--- src/rtl/bresenham_line_rasterizer_unit_defines.svh ---
// Assertion helpers for the rasterizer RTL.
`ifndef BRESENHAM_LINE_RASTERIZER_UNIT_DEFINES_SVH
`define BRESENHAM_LINE_RASTERIZER_UNIT_DEFINES_SVH

// Same-cycle implication, sampled on clk_i, off while rst_ni is low.
`define BLR_ASSERT_IMPL(label, ante, cons, msg) \
  label: assert property (@(posedge clk_i) disable iff (!rst_ni) (ante) |-> (cons)) \
    else $error(msg);

// Next-cycle implication, sampled on clk_i, off while rst_ni is low.
`define BLR_ASSERT_NEXT(label, ante, cons, msg) \
  label: assert property (@(posedge clk_i) disable iff (!rst_ni) (ante) |=> (cons)) \
    else $error(msg);

`endif

--- src/rtl/blr_pkg.sv ---
package blr_pkg;

  typedef enum logic {
    CMD_START   = 1'b0,
    CMD_ADVANCE = 1'b1
  } cmd_e;

  localparam int unsigned QueueDepth = 2;

  typedef struct packed {
    logic full;
    logic empty;
  } q_status_t;

endpackage

--- src/rtl/blr_front.sv ---
module blr_front #(
  parameter int unsigned CoordBits = 12,
  parameter int unsigned ColorBits = 8,
  parameter int unsigned EntryBits = 6 * 12 + 7 + 8
) (
  input  logic                 cmd_i,
  input  logic [CoordBits-1:0] start_x_i,
  input  logic [CoordBits-1:0] start_y_i,
  input  logic [CoordBits-1:0] end_x_i,
  input  logic [CoordBits-1:0] end_y_i,
  input  logic [ColorBits-1:0] color_in_i,
  output logic [EntryBits-1:0] entry_o
);
  import blr_pkg::*;

  localparam int unsigned ErrBits = CoordBits + 3;

  typedef struct packed {
    cmd_e                 cmd;
    logic [CoordBits-1:0] sx;
    logic [CoordBits-1:0] sy;
    logic [CoordBits-1:0] major_end;
    logic [CoordBits-1:0] dmaj;
    logic [CoordBits-1:0] dmin;
    logic                 col_neg;
    logic                 row_neg;
    logic                 steep;
    logic [ErrBits-1:0]   err;
    logic [ColorBits-1:0] color;
  } entry_t;

  entry_t               entry;
  logic                 x_up;
  logic                 y_up;
  logic [CoordBits-1:0] adx;
  logic [CoordBits-1:0] ady;
  logic                 steep;

  // Classify the line: step directions, major axis and initial decision term.
  always_comb begin
    x_up  = end_x_i > start_x_i;
    y_up  = end_y_i > start_y_i;
    adx   = x_up ? (end_x_i - start_x_i) : (start_x_i - end_x_i);
    ady   = y_up ? (end_y_i - start_y_i) : (start_y_i - end_y_i);
    steep = ady > adx;

    entry.cmd       = cmd_e'(cmd_i);
    entry.sx        = start_x_i;
    entry.sy        = start_y_i;
    entry.major_end = steep ? end_y_i : end_x_i;
    entry.dmaj      = steep ? ady : adx;
    entry.dmin      = steep ? adx : ady;
    entry.col_neg   = !x_up;
    entry.row_neg   = !y_up;
    entry.steep     = steep;
    entry.err       = ErrBits'({entry.dmin, 1'b0}) - ErrBits'(entry.dmaj);
    entry.color     = color_in_i;
  end

  assign entry_o = entry;

endmodule

--- src/rtl/blr_queue.sv ---
module blr_queue #(
  parameter int unsigned Width = 8
) (
  input  logic               clk_i,
  input  logic               rst_ni,
  input  logic               push_i,
  input  logic [Width-1:0]   push_data_i,
  input  logic               pop_i,
  output logic [Width-1:0]   pop_data_o,
  output blr_pkg::q_status_t status_o
);
  import blr_pkg::*;

  localparam int unsigned PtrBits   = (QueueDepth > 1) ? $clog2(QueueDepth) : 1;
  localparam int unsigned CountBits = $clog2(QueueDepth + 1);

  logic [Width-1:0]     mem_q [QueueDepth];
  logic [PtrBits-1:0]   wr_ptr_q, wr_ptr_d;
  logic [PtrBits-1:0]   rd_ptr_q, rd_ptr_d;
  logic [CountBits-1:0] count_q, count_d;
  logic                 do_push;
  logic                 do_pop;

  assign status_o.full  = (count_q == CountBits'(QueueDepth));
  assign status_o.empty = (count_q == '0);
  assign do_push        = push_i && !status_o.full;
  assign do_pop         = pop_i && !status_o.empty;
  assign pop_data_o     = mem_q[rd_ptr_q];

  always_comb begin
    wr_ptr_d = wr_ptr_q;
    rd_ptr_d = rd_ptr_q;
    count_d  = count_q;
    if (do_push) begin
      wr_ptr_d = (wr_ptr_q == PtrBits'(QueueDepth - 1)) ? '0 : wr_ptr_q + PtrBits'(1);
    end
    if (do_pop) begin
      rd_ptr_d = (rd_ptr_q == PtrBits'(QueueDepth - 1)) ? '0 : rd_ptr_q + PtrBits'(1);
    end
    if (do_push && !do_pop) begin
      count_d = count_q + CountBits'(1);
    end else if (do_pop && !do_push) begin
      count_d = count_q - CountBits'(1);
    end
  end

  always_ff @(posedge clk_i or negedge rst_ni) begin
    if (!rst_ni) begin
      wr_ptr_q <= '0;
      rd_ptr_q <= '0;
      count_q  <= '0;
    end else begin
      wr_ptr_q <= wr_ptr_d;
      rd_ptr_q <= rd_ptr_d;
      count_q  <= count_d;
    end
  end

  always_ff @(posedge clk_i) begin
    if (do_push) begin
      mem_q[wr_ptr_q] <= push_data_i;
    end
  end

endmodule

--- src/rtl/blr_back.sv ---
module blr_back #(
  parameter int unsigned CoordBits = 12,
  parameter int unsigned ColorBits = 8,
  parameter int unsigned EntryBits = 6 * 12 + 7 + 8
) (
  input  logic                 clk_i,
  input  logic                 rst_ni,
  input  logic                 entry_valid_i,
  input  logic [EntryBits-1:0] entry_i,
  output logic                 pop_o,
  output logic                 out_valid_o,
  input  logic                 out_ready_i,
  output logic [CoordBits-1:0] pixel_x_o,
  output logic [CoordBits-1:0] pixel_y_o,
  output logic [ColorBits-1:0] color_out_o,
  output logic                 last_o
);
  import blr_pkg::*;

  localparam int unsigned ErrBits = CoordBits + 3;

  typedef struct packed {
    cmd_e                 cmd;
    logic [CoordBits-1:0] sx;
    logic [CoordBits-1:0] sy;
    logic [CoordBits-1:0] major_end;
    logic [CoordBits-1:0] dmaj;
    logic [CoordBits-1:0] dmin;
    logic                 col_neg;
    logic                 row_neg;
    logic                 steep;
    logic [ErrBits-1:0]   err;
    logic [ColorBits-1:0] color;
  } entry_t;

  entry_t               entry;
  logic                 busy_q, busy_d;
  logic [CoordBits-1:0] col_q, col_d;
  logic [CoordBits-1:0] row_q, row_d;
  logic [CoordBits-1:0] major_end_q, major_end_d;
  logic [CoordBits-1:0] dmaj_q, dmaj_d;
  logic [CoordBits-1:0] dmin_q, dmin_d;
  logic [ErrBits-1:0]   err_q, err_d;
  logic                 col_neg_q, col_neg_d;
  logic                 row_neg_q, row_neg_d;
  logic                 steep_q, steep_d;
  logic [ColorBits-1:0] color_q, color_d;

  logic                 out_valid_q, out_valid_d;
  logic [CoordBits-1:0] px_q, px_d;
  logic [CoordBits-1:0] py_q, py_d;
  logic [ColorBits-1:0] pc_q, pc_d;
  logic                 plast_q, plast_d;

  logic                 emit;
  logic                 minor_step;
  logic [CoordBits-1:0] col_step;
  logic [CoordBits-1:0] row_step;
  logic [ErrBits-1:0]   err_inc;

  assign entry = entry_i;
  // Take an item only when the output register is free or draining.
  assign pop_o = entry_valid_i && (!out_valid_q || out_ready_i);

  always_comb begin
    busy_d      = busy_q;
    col_d       = col_q;
    row_d       = row_q;
    major_end_d = major_end_q;
    dmaj_d      = dmaj_q;
    dmin_d      = dmin_q;
    err_d       = err_q;
    col_neg_d   = col_neg_q;
    row_neg_d   = row_neg_q;
    steep_d     = steep_q;
    color_d     = color_q;
    emit        = 1'b0;
    px_d        = px_q;
    py_d        = py_q;
    pc_d        = pc_q;
    plast_d     = plast_q;

    minor_step = !err_q[ErrBits-1];
    err_inc    = minor_step ? (ErrBits'({dmin_q, 1'b0}) - ErrBits'({dmaj_q, 1'b0}))
                            : ErrBits'({dmin_q, 1'b0});
    col_step   = col_neg_q ? (col_q - CoordBits'(1)) : (col_q + CoordBits'(1));
    row_step   = row_neg_q ? (row_q - CoordBits'(1)) : (row_q + CoordBits'(1));

    if (pop_o) begin
      unique case (entry.cmd)
        CMD_START: begin
          col_d       = entry.sx;
          row_d       = entry.sy;
          major_end_d = entry.major_end;
          dmaj_d      = entry.dmaj;
          dmin_d      = entry.dmin;
          err_d       = entry.err;
          col_neg_d   = entry.col_neg;
          row_neg_d   = entry.row_neg;
          steep_d     = entry.steep;
          color_d     = entry.color;
          busy_d      = (entry.dmaj != '0);
          emit        = 1'b1;
          px_d        = entry.sx;
          py_d        = entry.sy;
          pc_d        = entry.color;
          plast_d     = (entry.dmaj == '0);
        end
        CMD_ADVANCE: begin
          // Drop advances that arrive with no line in progress.
          if (busy_q) begin
            err_d = err_q + err_inc;
            if (steep_q) begin
              row_d   = row_step;
              col_d   = minor_step ? col_step : col_q;
              plast_d = (row_step == major_end_q);
            end else begin
              col_d   = col_step;
              row_d   = minor_step ? row_step : row_q;
              plast_d = (col_step == major_end_q);
            end
            busy_d = !plast_d;
            emit   = 1'b1;
            px_d   = col_d;
            py_d   = row_d;
            pc_d   = color_q;
          end
        end
        default: begin
        end
      endcase
    end

    if (emit) begin
      out_valid_d = 1'b1;
    end else if (out_ready_i) begin
      out_valid_d = 1'b0;
    end else begin
      out_valid_d = out_valid_q;
    end
  end

  always_ff @(posedge clk_i or negedge rst_ni) begin
    if (!rst_ni) begin
      busy_q      <= 1'b0;
      out_valid_q <= 1'b0;
    end else begin
      busy_q      <= busy_d;
      out_valid_q <= out_valid_d;
    end
  end

  always_ff @(posedge clk_i) begin
    col_q       <= col_d;
    row_q       <= row_d;
    major_end_q <= major_end_d;
    dmaj_q      <= dmaj_d;
    dmin_q      <= dmin_d;
    err_q       <= err_d;
    col_neg_q   <= col_neg_d;
    row_neg_q   <= row_neg_d;
    steep_q     <= steep_d;
    color_q     <= color_d;
    if (emit) begin
      px_q    <= px_d;
      py_q    <= py_d;
      pc_q    <= pc_d;
      plast_q <= plast_d;
    end
  end

  assign out_valid_o = out_valid_q;
  assign pixel_x_o   = px_q;
  assign pixel_y_o   = py_q;
  assign color_out_o = pc_q;
  assign last_o      = plast_q;

endmodule

--- src/rtl/bresenham_line_rasterizer_unit.sv ---
// Bresenham line rasterizer. A start item (cmd_i = 0) latches two endpoints
// and a color index and yields the first endpoint as a pixel; each advance
// item (cmd_i = 1) yields the next pixel of the line, and last_o marks the
// second endpoint (a single-point line is flagged last on its start item).
// Advance items with no line in progress produce no pixel, and a start item
// during a line abandons it. The front end classifies an item in the cycle
// of acceptance and writes a two-entry queue; the back end pops one entry
// per clock while its output register is free or draining, through a single
// add of the error term and one coordinate step and compare, so the unit
// sustains one pixel per clock while out_ready_i stays high. out_valid_o is
// registered: an accepted item is written to the queue, then popped into the
// output register. While out_ready_i is low the queue takes up to two more
// items behind the held pixel, and in_ready_o drops once it is full.
`include "bresenham_line_rasterizer_unit_defines.svh"

module bresenham_line_rasterizer_unit #(
  parameter int unsigned COORD_BITS = 12,
  parameter int unsigned COLOR_BITS = 8
) (
  input  logic                  clk_i,
  input  logic                  rst_ni,
  input  logic                  in_valid_i,
  output logic                  in_ready_o,
  input  logic                  cmd_i,
  input  logic [COORD_BITS-1:0] start_x_i,
  input  logic [COORD_BITS-1:0] start_y_i,
  input  logic [COORD_BITS-1:0] end_x_i,
  input  logic [COORD_BITS-1:0] end_y_i,
  input  logic [COLOR_BITS-1:0] color_in_i,
  output logic                  out_valid_o,
  input  logic                  out_ready_i,
  output logic [COORD_BITS-1:0] pixel_x_o,
  output logic [COORD_BITS-1:0] pixel_y_o,
  output logic [COLOR_BITS-1:0] color_out_o,
  output logic                  last_o
);
  import blr_pkg::*;

  // Queue entry: command, endpoints, deltas, step flags, error term, color.
  localparam int unsigned EntryBits = 6 * COORD_BITS + 7 + COLOR_BITS;

  logic [EntryBits-1:0] front_entry;
  logic [EntryBits-1:0] back_entry;
  q_status_t            q_status;
  logic                 back_pop;

  // Front end: classify the item and precompute the line setup.
  blr_front #(
    .CoordBits(COORD_BITS),
    .ColorBits(COLOR_BITS),
    .EntryBits(EntryBits)
  ) u_front (
    .cmd_i     (cmd_i),
    .start_x_i (start_x_i),
    .start_y_i (start_y_i),
    .end_x_i   (end_x_i),
    .end_y_i   (end_y_i),
    .color_in_i(color_in_i),
    .entry_o   (front_entry)
  );

  // Accept whenever the queue has room; the back end stalls on its own.
  assign in_ready_o = !q_status.full;

  blr_queue #(
    .Width(EntryBits)
  ) u_queue (
    .clk_i      (clk_i),
    .rst_ni     (rst_ni),
    .push_i     (in_valid_i),
    .push_data_i(front_entry),
    .pop_i      (back_pop),
    .pop_data_o (back_entry),
    .status_o   (q_status)
  );

  // Back end: hold the line state and step it one pixel per popped advance.
  blr_back #(
    .CoordBits(COORD_BITS),
    .ColorBits(COLOR_BITS),
    .EntryBits(EntryBits)
  ) u_back (
    .clk_i        (clk_i),
    .rst_ni       (rst_ni),
    .entry_valid_i(!q_status.empty),
    .entry_i      (back_entry),
    .pop_o        (back_pop),
    .out_valid_o  (out_valid_o),
    .out_ready_i  (out_ready_i),
    .pixel_x_o    (pixel_x_o),
    .pixel_y_o    (pixel_y_o),
    .color_out_o  (color_out_o),
    .last_o       (last_o)
  );

  // A delivered pixel with nothing popped behind it leaves the output empty.
  `BLR_ASSERT_NEXT(a_out_drains, out_valid_o && out_ready_i && !back_pop,
                   !out_valid_o, "pixel repeated after delivery")
  // No pixel appears without a queued item to produce it.
  `BLR_ASSERT_NEXT(a_no_spurious_pixel, !out_valid_o && q_status.empty,
                   !out_valid_o, "pixel without a queued item")
  // The back end only takes an item while the queue holds one.
  `BLR_ASSERT_IMPL(a_pop_nonempty, back_pop, !q_status.empty, "pop from an empty queue")

endmodule

--- config.mk ---
export PLATFORM = sky130hd
export DESIGN_NAME = bresenham_line_rasterizer_unit
export DESIGN_NICKNAME = d
export VERILOG_FILES = /design/src/rtl/blr_pkg.sv /design/src/rtl/blr_front.sv /design/src/rtl/blr_queue.sv /design/src/rtl/blr_back.sv /design/src/rtl/bresenham_line_rasterizer_unit.sv
export VERILOG_INCLUDE_DIRS = /design/src /design/src/rtl
export SDC_FILE = /design/constraint.sdc
export NUM_CORES = 1
export LEC_CHECK = 0
export ABC_AREA = 1
export BUFFER_PORTS_ARGS = -buffer_cell sky130_fd_sc_hd__buf_2
export CORE_UTILIZATION = 48
export CTS_BUF_LIST = sky130_fd_sc_hd__clkbuf_4
export CTS_CLUSTER_SIZE = 28
export DETAILED_ROUTE_END_ITERATION = 6
export PLACE_DENSITY_LB_ADDON = 0.3
export SLEW_MARGIN = 20
export SYNTH_ARGS = -nofsm -noshare
export SYNTH_HDL_FRONTEND = slang
export SYNTH_HIERARCHICAL = 1
export SYNTH_SLANG_ARGS = --single-unit
--- constraint.sdc ---
create_clock -name clk_i -period 5.9 [get_ports clk_i]
set_clock_uncertainty 0.05 [all_clocks]
set_input_delay 1.77 -clock clk_i [delete_from_list [all_inputs] [get_ports clk_i]]
set_output_delay 1.77 -clock clk_i [all_outputs]
set_load 0.01 [all_outputs]
# After elaboration in Yosys (flattened, before gate mapping)

Memories as Yosys holds them, arrays and structs flattened.
Index checks and enable logic that the tools add are counted.

Bits in registers: 125
Bits in writable memories: 174
Input bits: 61
Output and inout port bits: 35
Word-level logic and storage cells: 104
Memories: 1

Memories:

| memory        | depth | width | rd ports | clocked after Yosys merged registers in | wr ports | line            | source |
|---|---|---|---|---|---|---|---|
| u_queue.mem_q | 2     | 87    | 1        | 0                                       | 1        | blr_queue.sv:17 | `logic [Width-1:0] mem_q [QueueDepth];` |

Add/sub/neg operators: 15
Order comparisons: 3
Equal/unequal tests: 4
Mux-type cells: 39
Bitwise operators: 1
Reductions and logical operators: 22

Operators with widths:

| operator                                                             | number |
|---|---|
| 12-bit 2-to-1 mux                                                    | 13 |
| 12-bit one-hot mux with 2 select lines                               | 2 |
| 12-bit subtractor                                                    | 4 |
| 12-bit > comparator                                                  | 3 |
| 15-bit 2-to-1 mux                                                    | 2 |
| 15-bit one-hot mux with 2 select lines                               | 1 |
| 12-bit by 1-bit adder with 12-bit output, second input constant      | 2 |
| 12-bit equality test                                                 | 2 |
| 12-bit by 1-bit subtractor with 12-bit output, second input constant | 2 |
| 8-bit one-hot mux with 2 select lines                                | 1 |
| 15-bit adder                                                         | 1 |
| 1-bit 2-to-1 mux                                                     | 14 |
| 13-bit by 12-bit subtractor with 14-bit output                       | 1 |
| 13-bit by 13-bit subtractor with 14-bit output                       | 1 |
| 12-bit logical NOT                                                   | 1 |
| 12-bit nonzero test                                                  | 1 |
| 1-bit logical NOT                                                    | 8 |
| 8-bit 2-to-1 mux                                                     | 1 |
| 1-bit one-hot mux with 2 select lines                                | 3 |
| 1-bit logical AND                                                    | 5 |
| 2-bit 2-to-1 mux                                                     | 2 |
| 2-bit AND reduction                                                  | 2 |
| 2-bit nonzero test                                                   | 2 |
| 3-bit AND reduction                                                  | 1 |
| 8 further kinds                                                      | 9 |

# Longest topological paths before layout

Gate-level depths: netlist (run 1).

Depth after elaboration: 10
Mapped depth: 38
Mapped depth without buffers: 35

# Cells and area by module

The synthesis (run 1) kept the hierarchy.

By module, submodules not included:

| module                         | times used | cells an instance | area each (sq um) | seq. area each (sq um) |
|---|---|---|---|---|
| blr_queue                      | 1          | 486               | 6560.0            | 5325.1 |
| blr_back                       | 1          | 789               | 6476.2            | 2872.8 |
| blr_front                      | 1          | 763               | 4384.2            | 0.0 |
| bresenham_line_rasterizer_unit | 1          | 2                 | 7.5               | 0.0 |

# Worst setup path before layout (run 1)

OpenSTA, ideal clock, no wires.

Path kind: input port to flip-flop
From: in in_valid_i
To: mem u_queue/mem_q[1][0] (netlist bit), enable pin
Setup time: 0.533 ns
Arrival time: 5.501 ns
Required time: 5.317 ns
Path slack: -0.184 ns
Stages: 2
Buffers on the path: 0
Path through: o21ai_0 > nor2_1

Cells in the longest elaborated chain, start to end: 3

Ends and longest elaborated chain:

| element                                | line                                 | source |
|---|---|---|
| from (decl)                            | bresenham_line_rasterizer_unit.sv:22 | `input logic in_valid_i,` |
| 1-bit logical AND                      | blr_queue.sv:26                      | `assign do_push = push_i && !status_o.full;` |
| 1-bit 2-to-1 mux                       | blr_queue.sv:60                      | `if (do_push) begin` |
| 1-bit 2-to-1 mux (implied by the code) | blr_queue.sv:61                      | `mem_q[wr_ptr_q] <= push_data_i;` |
| to (decl)                              | blr_queue.sv:17                      |  |

Every way passes these cells.

# Worst setup path in the final report (run 1)

From: in end_y_i[0]
To: mem u_queue/mem_q[0][17] (netlist bit), data pin

Cells in the longest elaborated chain, start to end: 5
Elaborated cells between the ends (all ways): 8
Those cells by class: add/sub (3); order compare (2); mux (3)

Ends and longest elaborated chain:

| element                                                         | line                                 | source |
|---|---|---|
| from (decl)                                                     | bresenham_line_rasterizer_unit.sv:28 | `input logic [COORD_BITS-1:0] end_y_i,` |
| 12-bit subtractor / 12-bit > comparator (equally long branches) | blr_front.sv:44, blr_front.sv:42     |  |
| 12-bit 2-to-1 mux (*)                                           | blr_front.sv:44                      | `ady = y_up ? (end_y_i - start_y_i) : (start_y_i - end_y_i);` |
| 12-bit > comparator                                             | blr_front.sv:45                      | `steep = ady > adx;` |
| 12-bit 2-to-1 mux (*)                                           | blr_front.sv:52                      | `entry.dmin = steep ? adx : ady;` |
| via front_entry[29]                                             | bresenham_line_rasterizer_unit.sv:42 | `logic [EntryBits-1:0] front_entry;` |
| 13-bit by 12-bit subtractor with 14-bit output (*)              | blr_front.sv:56                      | `entry.err = ErrBits'({entry.dmin, 1'b0}) - ErrBits'(entry.dmaj);` |
| via front_entry[17]                                             | bresenham_line_rasterizer_unit.sv:42 |  |

The timed path passes the listed nets; every way through them passes the cells marked *.

==> key figures, run 1 <==
Floorplanning
  – Core area: 35570 sq um
  – Die Width: 192.2 microns
  – Die Height: 192.2 microns
  – Row cnt: 69
  – Die footprint: 36920 sq um
  – IO Pins: 96
  – Initial Utilization: 48.80%

Clock network
  – Clk slew on worst S/H paths: 0.07 ns
  – H-tree depth: 3
  – Clock sinks: 272
  – Num CTS Buffers: 68
  – CTS root buffer: clkbuf_4
  – CTS tree: built
  – Skew-Pair Late Insertion Delay: 0.70 ns
  – Post-CTS Setup Bufs: 0
  – CTS Buffer Depth: 3

Yosys
  – Yosys warns: 6
  – Mapped Area: 17360 sq um
  – Syn Nets: 2221
  – Mapped Avg Cell Area: 8.529 sq um
  – Synthesized instance count: 2035

Route
  – Via/cell ratio: 5.073
  – 1st-pass router iterations: 5
  – Drt drc: 0
  – Post-route ant nets: 0
  – Wire length per cell: 15.47 microns
  – Drt initial violations: 942
  – Vias: 14.28k
  – Final WL: 43540 microns

STA
  – Fmax: 182.0 MHz
  – Slew HR: 39.88%
  – Final period utilization: 93.15%
  – Post-layout min period: 5.496 ns
  – Hold WS: 0.4392 ns
  – Setup slack after layout: 0.4043 ns
  – Final hold vios: 0
  – Worst-Margin Slew: 0.8996 ns
  – Setup violations, final: 0
  – Slew Limit Fails: 0
  – RSZ-0062 raised after global routing: false

Placed design
  – Placed Area: 19320 sq um
  – Post-DP HPWL: 33220 microns
  – Placed cells: 2695
  – Post-Place Worst Slack: -0.3142 ns
  – IO Port Bufs: 95
  – Routability congestion estimate: 0.9533

Setup path
  – Largest fanout on the critical path: 11
  – Critical Path RT: 6.27 ns
  – Critical setup path kind: input port to flop
  – CP startpoint kind: input port
  – Crit end category: flop
  – Critical path arrival: 5.86 ns

Layout
  – Area Growth Syn to Fin: 16.29%
  – Non-Filler Instances: 2815
  – Post-route cell area: 20180 sq um
  – Post-layout util: 56.75%
  – Final net count: 2490
  – Layout cells sized above 1: 21.42%

Global routing
  – Vias in the first global route: 14.06k
  – First-pass GRT wire length: 69640 microns
  – Largest net degree at the start of global routing: 59
  – Overall routing resource usage: 24.24%
  – Initial antenna violation count: 2
  – Grt total ovfl: 0

Hold path
  – Hold Crit Class: flop to flop

Job
  – Max Cap Viol: 0

Power and ir drop
  – P_leak: 9.795 nW
  – PD cells: 621.6 nW/um^2
  – Worst vdd ir: 0.3997 mV

Run status
  – Status: completed
-- cell usage in the layout, fill, tap and decap left out, types with 3 or more instances in the layout --
| cell | count |
|---|---|
| nand2_4 | 4 |
| fa_1 | 9 |
| nor4_1 | 3 |
| inv_1 | 217 |
| o2111ai_1 | 3 |
| nor2_1 | 88 |
| nor2_4 | 4 |
| clkinv_1 | 15 |
| o21a_1 | 5 |
| nand3b_1 | 8 |
| nand3_2 | 14 |
| o22ai_1 | 3 |
| a21oi_2 | 9 |
| o21ai_1 | 18 |
| nand3_1 | 101 |
| nand4_1 | 12 |
| o21bai_1 | 11 |
| xnor2_1 | 13 |
| nand2_2 | 25 |
| edfxtp_1 | 266 |
| a21oi_1 | 78 |
| clkbuf_4 | 95 |
| nand2_1 | 729 |
| o21ai_0 | 78 |
| ha_1 | 116 |
| buf_4 | 196 |
| a31oi_1 | 8 |
| nor3_1 | 10 |
| nor2_2 | 9 |
| a21o_1 | 5 |
| xor2_1 | 38 |
| inv_2 | 26 |
| buf_2 | 95 |
| o21ai_2 | 10 |
| dfrtp_1 | 5 |
| or2_1 | 3 |
| or2_2 | 3 |
-- critical path, cell delays in order --
cell and delay [ns]:
buf_2 0.11, inv_1 0.06, ha_1 0.16, inv_1 0.07, fa_1 0.41, nand2_2 0.11
nand2_2 0.06, nand3_1 0.07, nand4_1 0.14, nand2_4 0.16, inv_2 0.11, nand2_1 0.08
nand2_1 0.13, ha_1 0.34, nand4_1 0.13, nor2_1 0.11, nand2_1 0.06, nand3_1 0.13
nand2_4 0.11, o21ai_0 0.28, ha_1 0.33, a21oi_1 0.23, o21ai_0 0.17, a21oi_1 0.15
nand2_1 0.10, buf_4 0.14, xor2_1 0.14
-- layout make-up --
| cell class | count | area, sq um |
|---|---|---|
| Fill cell | 3258 | 15380 |
| Clock buffer | 95 | 713.2 |
| Multi-Input combinational cell | 1427 | 7719 |
| Timing Repair Buffer | 293 | 1987 |
| Antenna cell | 1 | 2.502 |
| Sequential cell | 272 | 8139 |
| Clock inverter | 24 | 130.1 |
| Tap cell | 461 | 576.8 |
| Inverter | 242 | 917.1 |
-- power breakdown --
group | switching, mW | total [mW] | internal (mW)
combinational | 4.57 | 7.26 | 2.69
clock | 0.750 | 1.54 | 0.793
sequential | 0.330 | 3.74 | 3.41
-- per-layer routing --
metal | track usage (%) | vias up | part of all wire, %
met5 | 0 | - | 0
met4 | 8.147 | 0 | 2.2
met3 | 3.892 | 65 | 5.5
met2 | 39.86 | 375 | 46
met1 | 32.44 | 6615 | 46
li1 | - | 7226 | -
-- per-stage QoR --
step,power (mW),TNS [ns]
floorplan,8.707,0
detailed placement,10.98,-5.380
finish,12.55,0
global route,13.68,0
CTS,12.58,0
global placement,10.75,-2.364
-- final timing paths --
kind,slack (ns),endpoint,depth (start not counted),from
setup / recovery,0.40,u_queue/mem_q[0][17],27,end_y_i[0]
hold / removal,0.44,u_back/dmin_q[6],2,u_queue/mem_q[0][32]
setup reg to reg,2.17,u_back/err_q[14],19,u_back/dmin_q[0]
hold reg to reg,0.44,u_back/dmin_q[6],2,u_queue/mem_q[0][32]
max in group asynchronous,4.81,u_queue/rd_ptr_q,1,rst_ni
min in group asynchronous,0.83,u_back/busy_q,1,rst_ni
-- registers in the layout, summed over array words and instances, names as in the netlist, named ones only --
name and flops:
u_back/color_q 8, u_queue/mem_q 172, u_back/steep_q 1, u_queue/wr_ptr_q 1, u_back/last_o 1, u_queue/rd_ptr_q 1
u_back/err_q 14, u_back/pixel_y_o 1, u_back/dmaj_q 12, u_back/busy_q 1, u_back/out_valid_o 1, u_back/dmin_q 12
u_queue/count_q 2, u_back/major_end_q 12, u_back/row_neg_q 1, u_back/pixel_x_o 1, u_back/col_neg_q 1, u_back/color_out_o 8
-- timing repair --
| action | CTS | global route |
|---|---|---|
| hold buffers | 0 | 0 |
| resized for setup | 0 | 3 |
| endpoints found under the setup margin | 0 | 12 |
Power figures use the tool's default switching activity.
==> inputs of run 2 (changes only) <==
PLACE_DENSITY = 0.72   (was default)
PLACE_DENSITY_LB_ADDON = default   (was 0.3)
==> key figures, run 2 (synthesized netlist as in run 1, its figures left out) <==
Run status
  – Status: completed

Floorplanning
  – Die footprint: 36920 sq um
  – Core area: 35570 sq um
  – Initial Utilization: 48.80%
  – Die Width: 192.2 microns
  – Row cnt: 69
  – Die Height: 192.2 microns
  – IO Pins: 96

Layout
  – Most frequent cells in the layout: nand2_1 (729), edfxtp_1 (266), inv_1 (217)
  – Post-route cell area: 20160 sq um
  – Biggest regs: u_queue/mem_q (172), u_back/err_q (14)
  – Register with the most flip-flops: u_queue/mem_q
  – Layout cells sized above 1: 21.17%
  – Area Growth Syn to Fin: 16.17%
  – Largest register FFs: 172
  – Final net count: 2484
  – Area of all sequential standard cells: 8139 sq um
  – Non-Filler Instances: 2805
  – Fill cell count: 3255
  – Post-layout util: 56.69%
  – Area of the multi-input gates: 7721 sq um
  – Commonest non-fill, non-tap cell in the layout: nand2_1

STA
  – Final period utilization: 93.35%
  – Slew Limit Fails: 0
  – Slew HR: 31.96%
  – RSZ-0062 raised after global routing: false
  – Total negative setup slack: 0 ns
  – Post-layout min period: 5.508 ns
  – Worst-Margin Slew: 1.018 ns
  – Final hold vios: 0
  – Setup slack after layout: 0.3922 ns
  – Fmax: 181.6 MHz
  – Hold WS: 0.4392 ns
  – Setup violations, final: 0

Setup path
  – Crit end category: flop
  – Critical path arrival: 5.84 ns
  – CP startpoint kind: input port
  – Max incr delay on CP: 0.39 ns
  – Critical Path RT: 6.23 ns
  – Largest fanout on the critical path: 21
  – Critical setup path kind: input port to flop
  – R2r setup slk: 2.14 ns
  – Slowest CP cell: fa_1
  – CP dominant cell by count: nand2_1

Route
  – Post-route ant nets: 0
  – 1st-pass router iterations: 7
  – Vias: 14.30k
  – Final WL: 43630 microns
  – Wire length per cell: 15.55 microns
  – Drt initial violations: 920
  – Drt drc: 0
  – Via/cell ratio: 5.097

Job
  – Max Cap Viol: 0

Global routing
  – Largest net degree at the start of global routing: 68
  – Initial antenna violation count: 1
  – Grt total ovfl: 0
  – Vias in the first global route: 13.85k
  – First-pass GRT wire length: 68940 microns
  – Overall routing resource usage: 24.03%

Placed design
  – IO Port Bufs: 95
  – Routability congestion estimate: 0.9579
  – Placed Area: 19320 sq um
  – Placed cells: 2691
  – Post-DP HPWL: 33330 microns
  – Post-Place Worst Slack: -0.2519 ns

Clock network
  – H-tree depth: 3
  – Skew-Pair Late Insertion Delay: 0.69 ns
  – Num CTS Buffers: 66
  – Post-CTS Hold Buffers: 0
  – CTS tree: built
  – CTS root buffer: clkbuf_4
  – Clk slew on worst S/H paths: 0.06 ns
  – Clock sinks: 272
  – CTS Buffer Depth: 3

Hold path
  – Hold Crit Class: flop to flop

Power and ir drop
  – Final Total Pwr: 12.55 mW
  – P_leak: 9.764 nW
  – Worst vdd ir: 0.3755 mV
  – PD cells: 622.4 nW/um^2
run 2: changes by cell type in the layout (fill, tap and decap cells not counted), sizes merged:
cell,before,now
clkinvlp,2,1
buf,293,289
bufinv,1,2
inv,245,242
clkinv,18,22
clkbuf,95,88
run 2: path summary, 6_finish.rpt:
check                            startpoint                   end  cells past startpoint
setup / recovery               start_y_i[0]  u_queue/mem_q[1][19]                     34
hold / removal             u_queue/wr_ptr_q      u_queue/wr_ptr_q                      2
setup reg to reg           u_back/dmaj_q[0]      u_back/err_q[14]                     19
hold reg to reg            u_queue/wr_ptr_q      u_queue/wr_ptr_q                      2
max in group asynchronous            rst_ni      u_queue/rd_ptr_q                      1
min in group asynchronous            rst_ni      u_queue/rd_ptr_q                      1
run 2: critical path: cells and delay by family:
| family | cells | cell delay (ns) |
|---|---|---|
| AO/OA/AOI/OAI | 5 | 0.73 |
| AND/OR/NAND/NOR | 17 | 1.42 |
| XOR/XNOR | 1 | 0.16 |
| adder cells (fa/ha/maj) | 4 | 1.10 |
| buffers and inverters | 7 | 0.68 |
run 2: what timing repair did:
item	CTS	global route
endpoints found under the setup margin	0	10
resized for setup	0	5
buffers inserted	0	0
run 2: area by class of cell:
| class | instances | share of cell area [%] |
|---|---|---|
| Clock buffer | 88 | 3.276 |
| Antenna cell | 1 | 0.01241 |
| Timing Repair Buffer | 289 | 9.829 |
| Tap cell | 461 | 2.861 |
| Inverter | 242 | 4.549 |
| Clock inverter | 25 | 0.8129 |
| Sequential cell | 272 | 40.37 |
| Multi-Input combinational cell | 1427 | 38.29 |
run 2: layer usage:
| metal | global-route usage, % | part of all wire (%) |
|---|---|---|
| met5 | 0 | 0 |
| met4 | 8.177 | 2.3 |
| met3 | 3.015 | 6.7 |
| met2 | 39.89 | 47 |
| met1 | 32.35 | 44 |
run 2: where the power goes:
group          internal, mW  switching [mW]
sequential             3.41           0.385
clock                 0.788           0.737
combinational          2.69            4.53
==> inputs of run 3 (changes only) <==
CORE_ASPECT_RATIO = 1.1   (was default)
==> key figures, run 3 (synthesized netlist as in run 1, its figures left out) <==
Clock network
  – Post-CTS Hold Buffers: 0
  – CTS Buffer Depth: 3
  – Clk slew on worst S/H paths: 0.07 ns
  – Skew-Pair Late Insertion Delay: 0.71 ns
  – Num CTS Buffers: 61
  – Post-CTS Setup Bufs: 0
  – CTS tree: built
  – Clock sinks: 272
  – H-tree depth: 2
  – CTS root buffer: clkbuf_4
  – Post-CTS resize count: 0

Global routing
  – Initial antenna violation count: 1
  – Overall routing resource usage: 23.94%
  – First-pass GRT wire length: 69940 microns
  – Vias in the first global route: 14.12k
  – Grt total ovfl: 0
  – Largest net degree at the start of global routing: 75

Placed design
  – IO Port Bufs: 95
  – Placed Area: 19340 sq um
  – Placed cells: 2718
  – Routability congestion estimate: 0.9357
  – Post-Place Worst Slack: -0.3364 ns
  – Post-DP HPWL: 33300 microns

Power and ir drop
  – Worst vdd ir: 0.2476 mV
  – Final Total Pwr: 12.43 mW
  – PD cells: 618.2 nW/um^2
  – P_leak: 9.744 nW

Hold path
  – Hold Crit Class: flop to flop

Route
  – Drt initial violations: 1104
  – Final WL: 43460 microns
  – Via/cell ratio: 5.093
  – Vias: 14.42k
  – Drt drc: 0
  – Wire length per cell: 15.35 microns
  – Post-route ant nets: 0
  – 1st-pass router iterations: 6

Layout
  – Area Growth Syn to Fin: 15.83%
  – Non-Filler Instances: 2832
  – Post-route cell area: 20100 sq um
  – Register with the most flip-flops: u_queue/mem_q
  – Commonest non-fill, non-tap cell in the layout: nand2_1
  – Layout cells sized above 1: 21.02%
  – Most frequent cells in the layout: nand2_1 (729), edfxtp_1 (266), inv_1 (217)
  – Biggest regs: u_queue/mem_q (172), u_back/err_q (14)
  – Largest register FFs: 172
  – Post-layout util: 56.79%
  – Final net count: 2486

Job
  – Max Cap Viol: 0

STA
  – Worst-Margin Slew: 1.011 ns
  – Slew HR: 32.62%
  – Fmax: 179.4 MHz
  – Setup slack after layout: 0.3246 ns
  – Final period utilization: 94.50%
  – RSZ-0062 raised after global routing: false
  – Final hold vios: 0
  – Slew Limit Fails: 0
  – Post-layout min period: 5.575 ns
  – Setup violations, final: 0

Floorplanning
  – Row cnt: 72
  – Die Height: 201.4 microns
  – Core area: 35400 sq um
  – Initial Utilization: 49.02%
  – Die footprint: 36930 sq um
  – IO Pins: 96
  – Die Width: 183.3 microns

Setup path
  – Crit end category: flop
  – Critical path arrival: 5.94 ns
  – Largest fanout on the critical path: 11
  – CP dominant cell by count: nand2_1
  – Crit path buffers/inverters: 6
  – Critical Path RT: 6.26 ns
  – Slowest CP cell: fa_1
  – Top delay family on crit path: simple AND/OR/NAND/NOR gates
  – CP startpoint kind: input port
  – Critical setup path kind: input port to flop
  – Max incr delay on CP: 0.43 ns

Run status
  – Status: completed
==> run 3: changes by cell type in the layout (fill, tap and decap cells not counted), sizes merged <==
cell / delta
buf: +7
clkinv: +4
clkbuf: -3
bufinv: -2
inv: +1
==> run 3: metal layers <==
| layer | routed length (microns) | global-route usage (%) | vias to the layer above | share of wire (%) |
|---|---|---|---|---|
| li1 | - | - | 7188 | - |
| met1 | 19240 | 32.54 | 6705 | 44 |
| met2 | 20740 | 39.83 | 462 | 48 |
| met3 | 2384 | 2.335 | 69 | 5.5 |
| met4 | 1090 | 8.363 | 0 | 2.5 |
| met5 | 0 | 0 | - | 0 |
==> run 3: final cells by class <==
class,instances,area (sq um)
multi-input cells,1427,7707
well taps,481,601.8
clock buffers,85,638.1
repair buffers,296,1984
clock inverters,28,113.9
flip-flops and latches,272,8139
inverters,242,917.1
fillers,3194,15300
diodes,1,2.502
==> run 3: worst paths after layout <==
kind	from	end	slack, ns	cells past startpoint
max	end_y_i[0]	u_queue/mem_q[0][18]	0.32	29
min in group asynchronous	rst_ni	u_back/busy_q	0.83	1
min	u_queue/mem_q[0][32]	u_back/dmin_q[6]	0.45	2
max reg2reg	u_back/dmaj_q[0]	u_back/err_q[12]	2.14	18
min reg2reg	u_queue/mem_q[0][32]	u_back/dmin_q[6]	0.45	2
max in group asynchronous	rst_ni	u_queue/count_q[0]	4.81	1
==> run 3: worst register-to-register path: stages, from the launching register on <==
cell       delay [ns]
edfxtp_1         0.38
ha_1             0.25
fa_1             0.39
inv_1            0.10
nand3_1          0.07
nand2_1          0.15
a21oi_1          0.13
o21ai_0          0.21
nand2_1          0.12
nand2_1          0.08
o21ai_0          0.16
ha_1             0.39
nand2_1          0.08
nor3_1           0.21
nand3_1          0.13
o2111ai_1        0.23
a31o_2           0.23
or2_1            0.10
a31oi_1          0.06
==> run 3: power by group <==
part | total (mW) | switching (mW) | internal [mW]
sequential | 3.75 | 0.340 | 3.41
combinational | 7.30 | 4.58 | 2.71
clock | 1.38 | 0.709 | 0.670
total | 12.4 | 5.63 | 6.79
==> run 3: per-stage QoR <==
step	TNS (ns)	hold slack, ns
3_3_place_gp	-4.400	0.4135
3_5_place_dp	-6.228	0.4379
2_1_floorplan	0	0.3990
6_report	0	0.4523
5_1_grt	0	0.4792
4_1_cts	0	0.4417
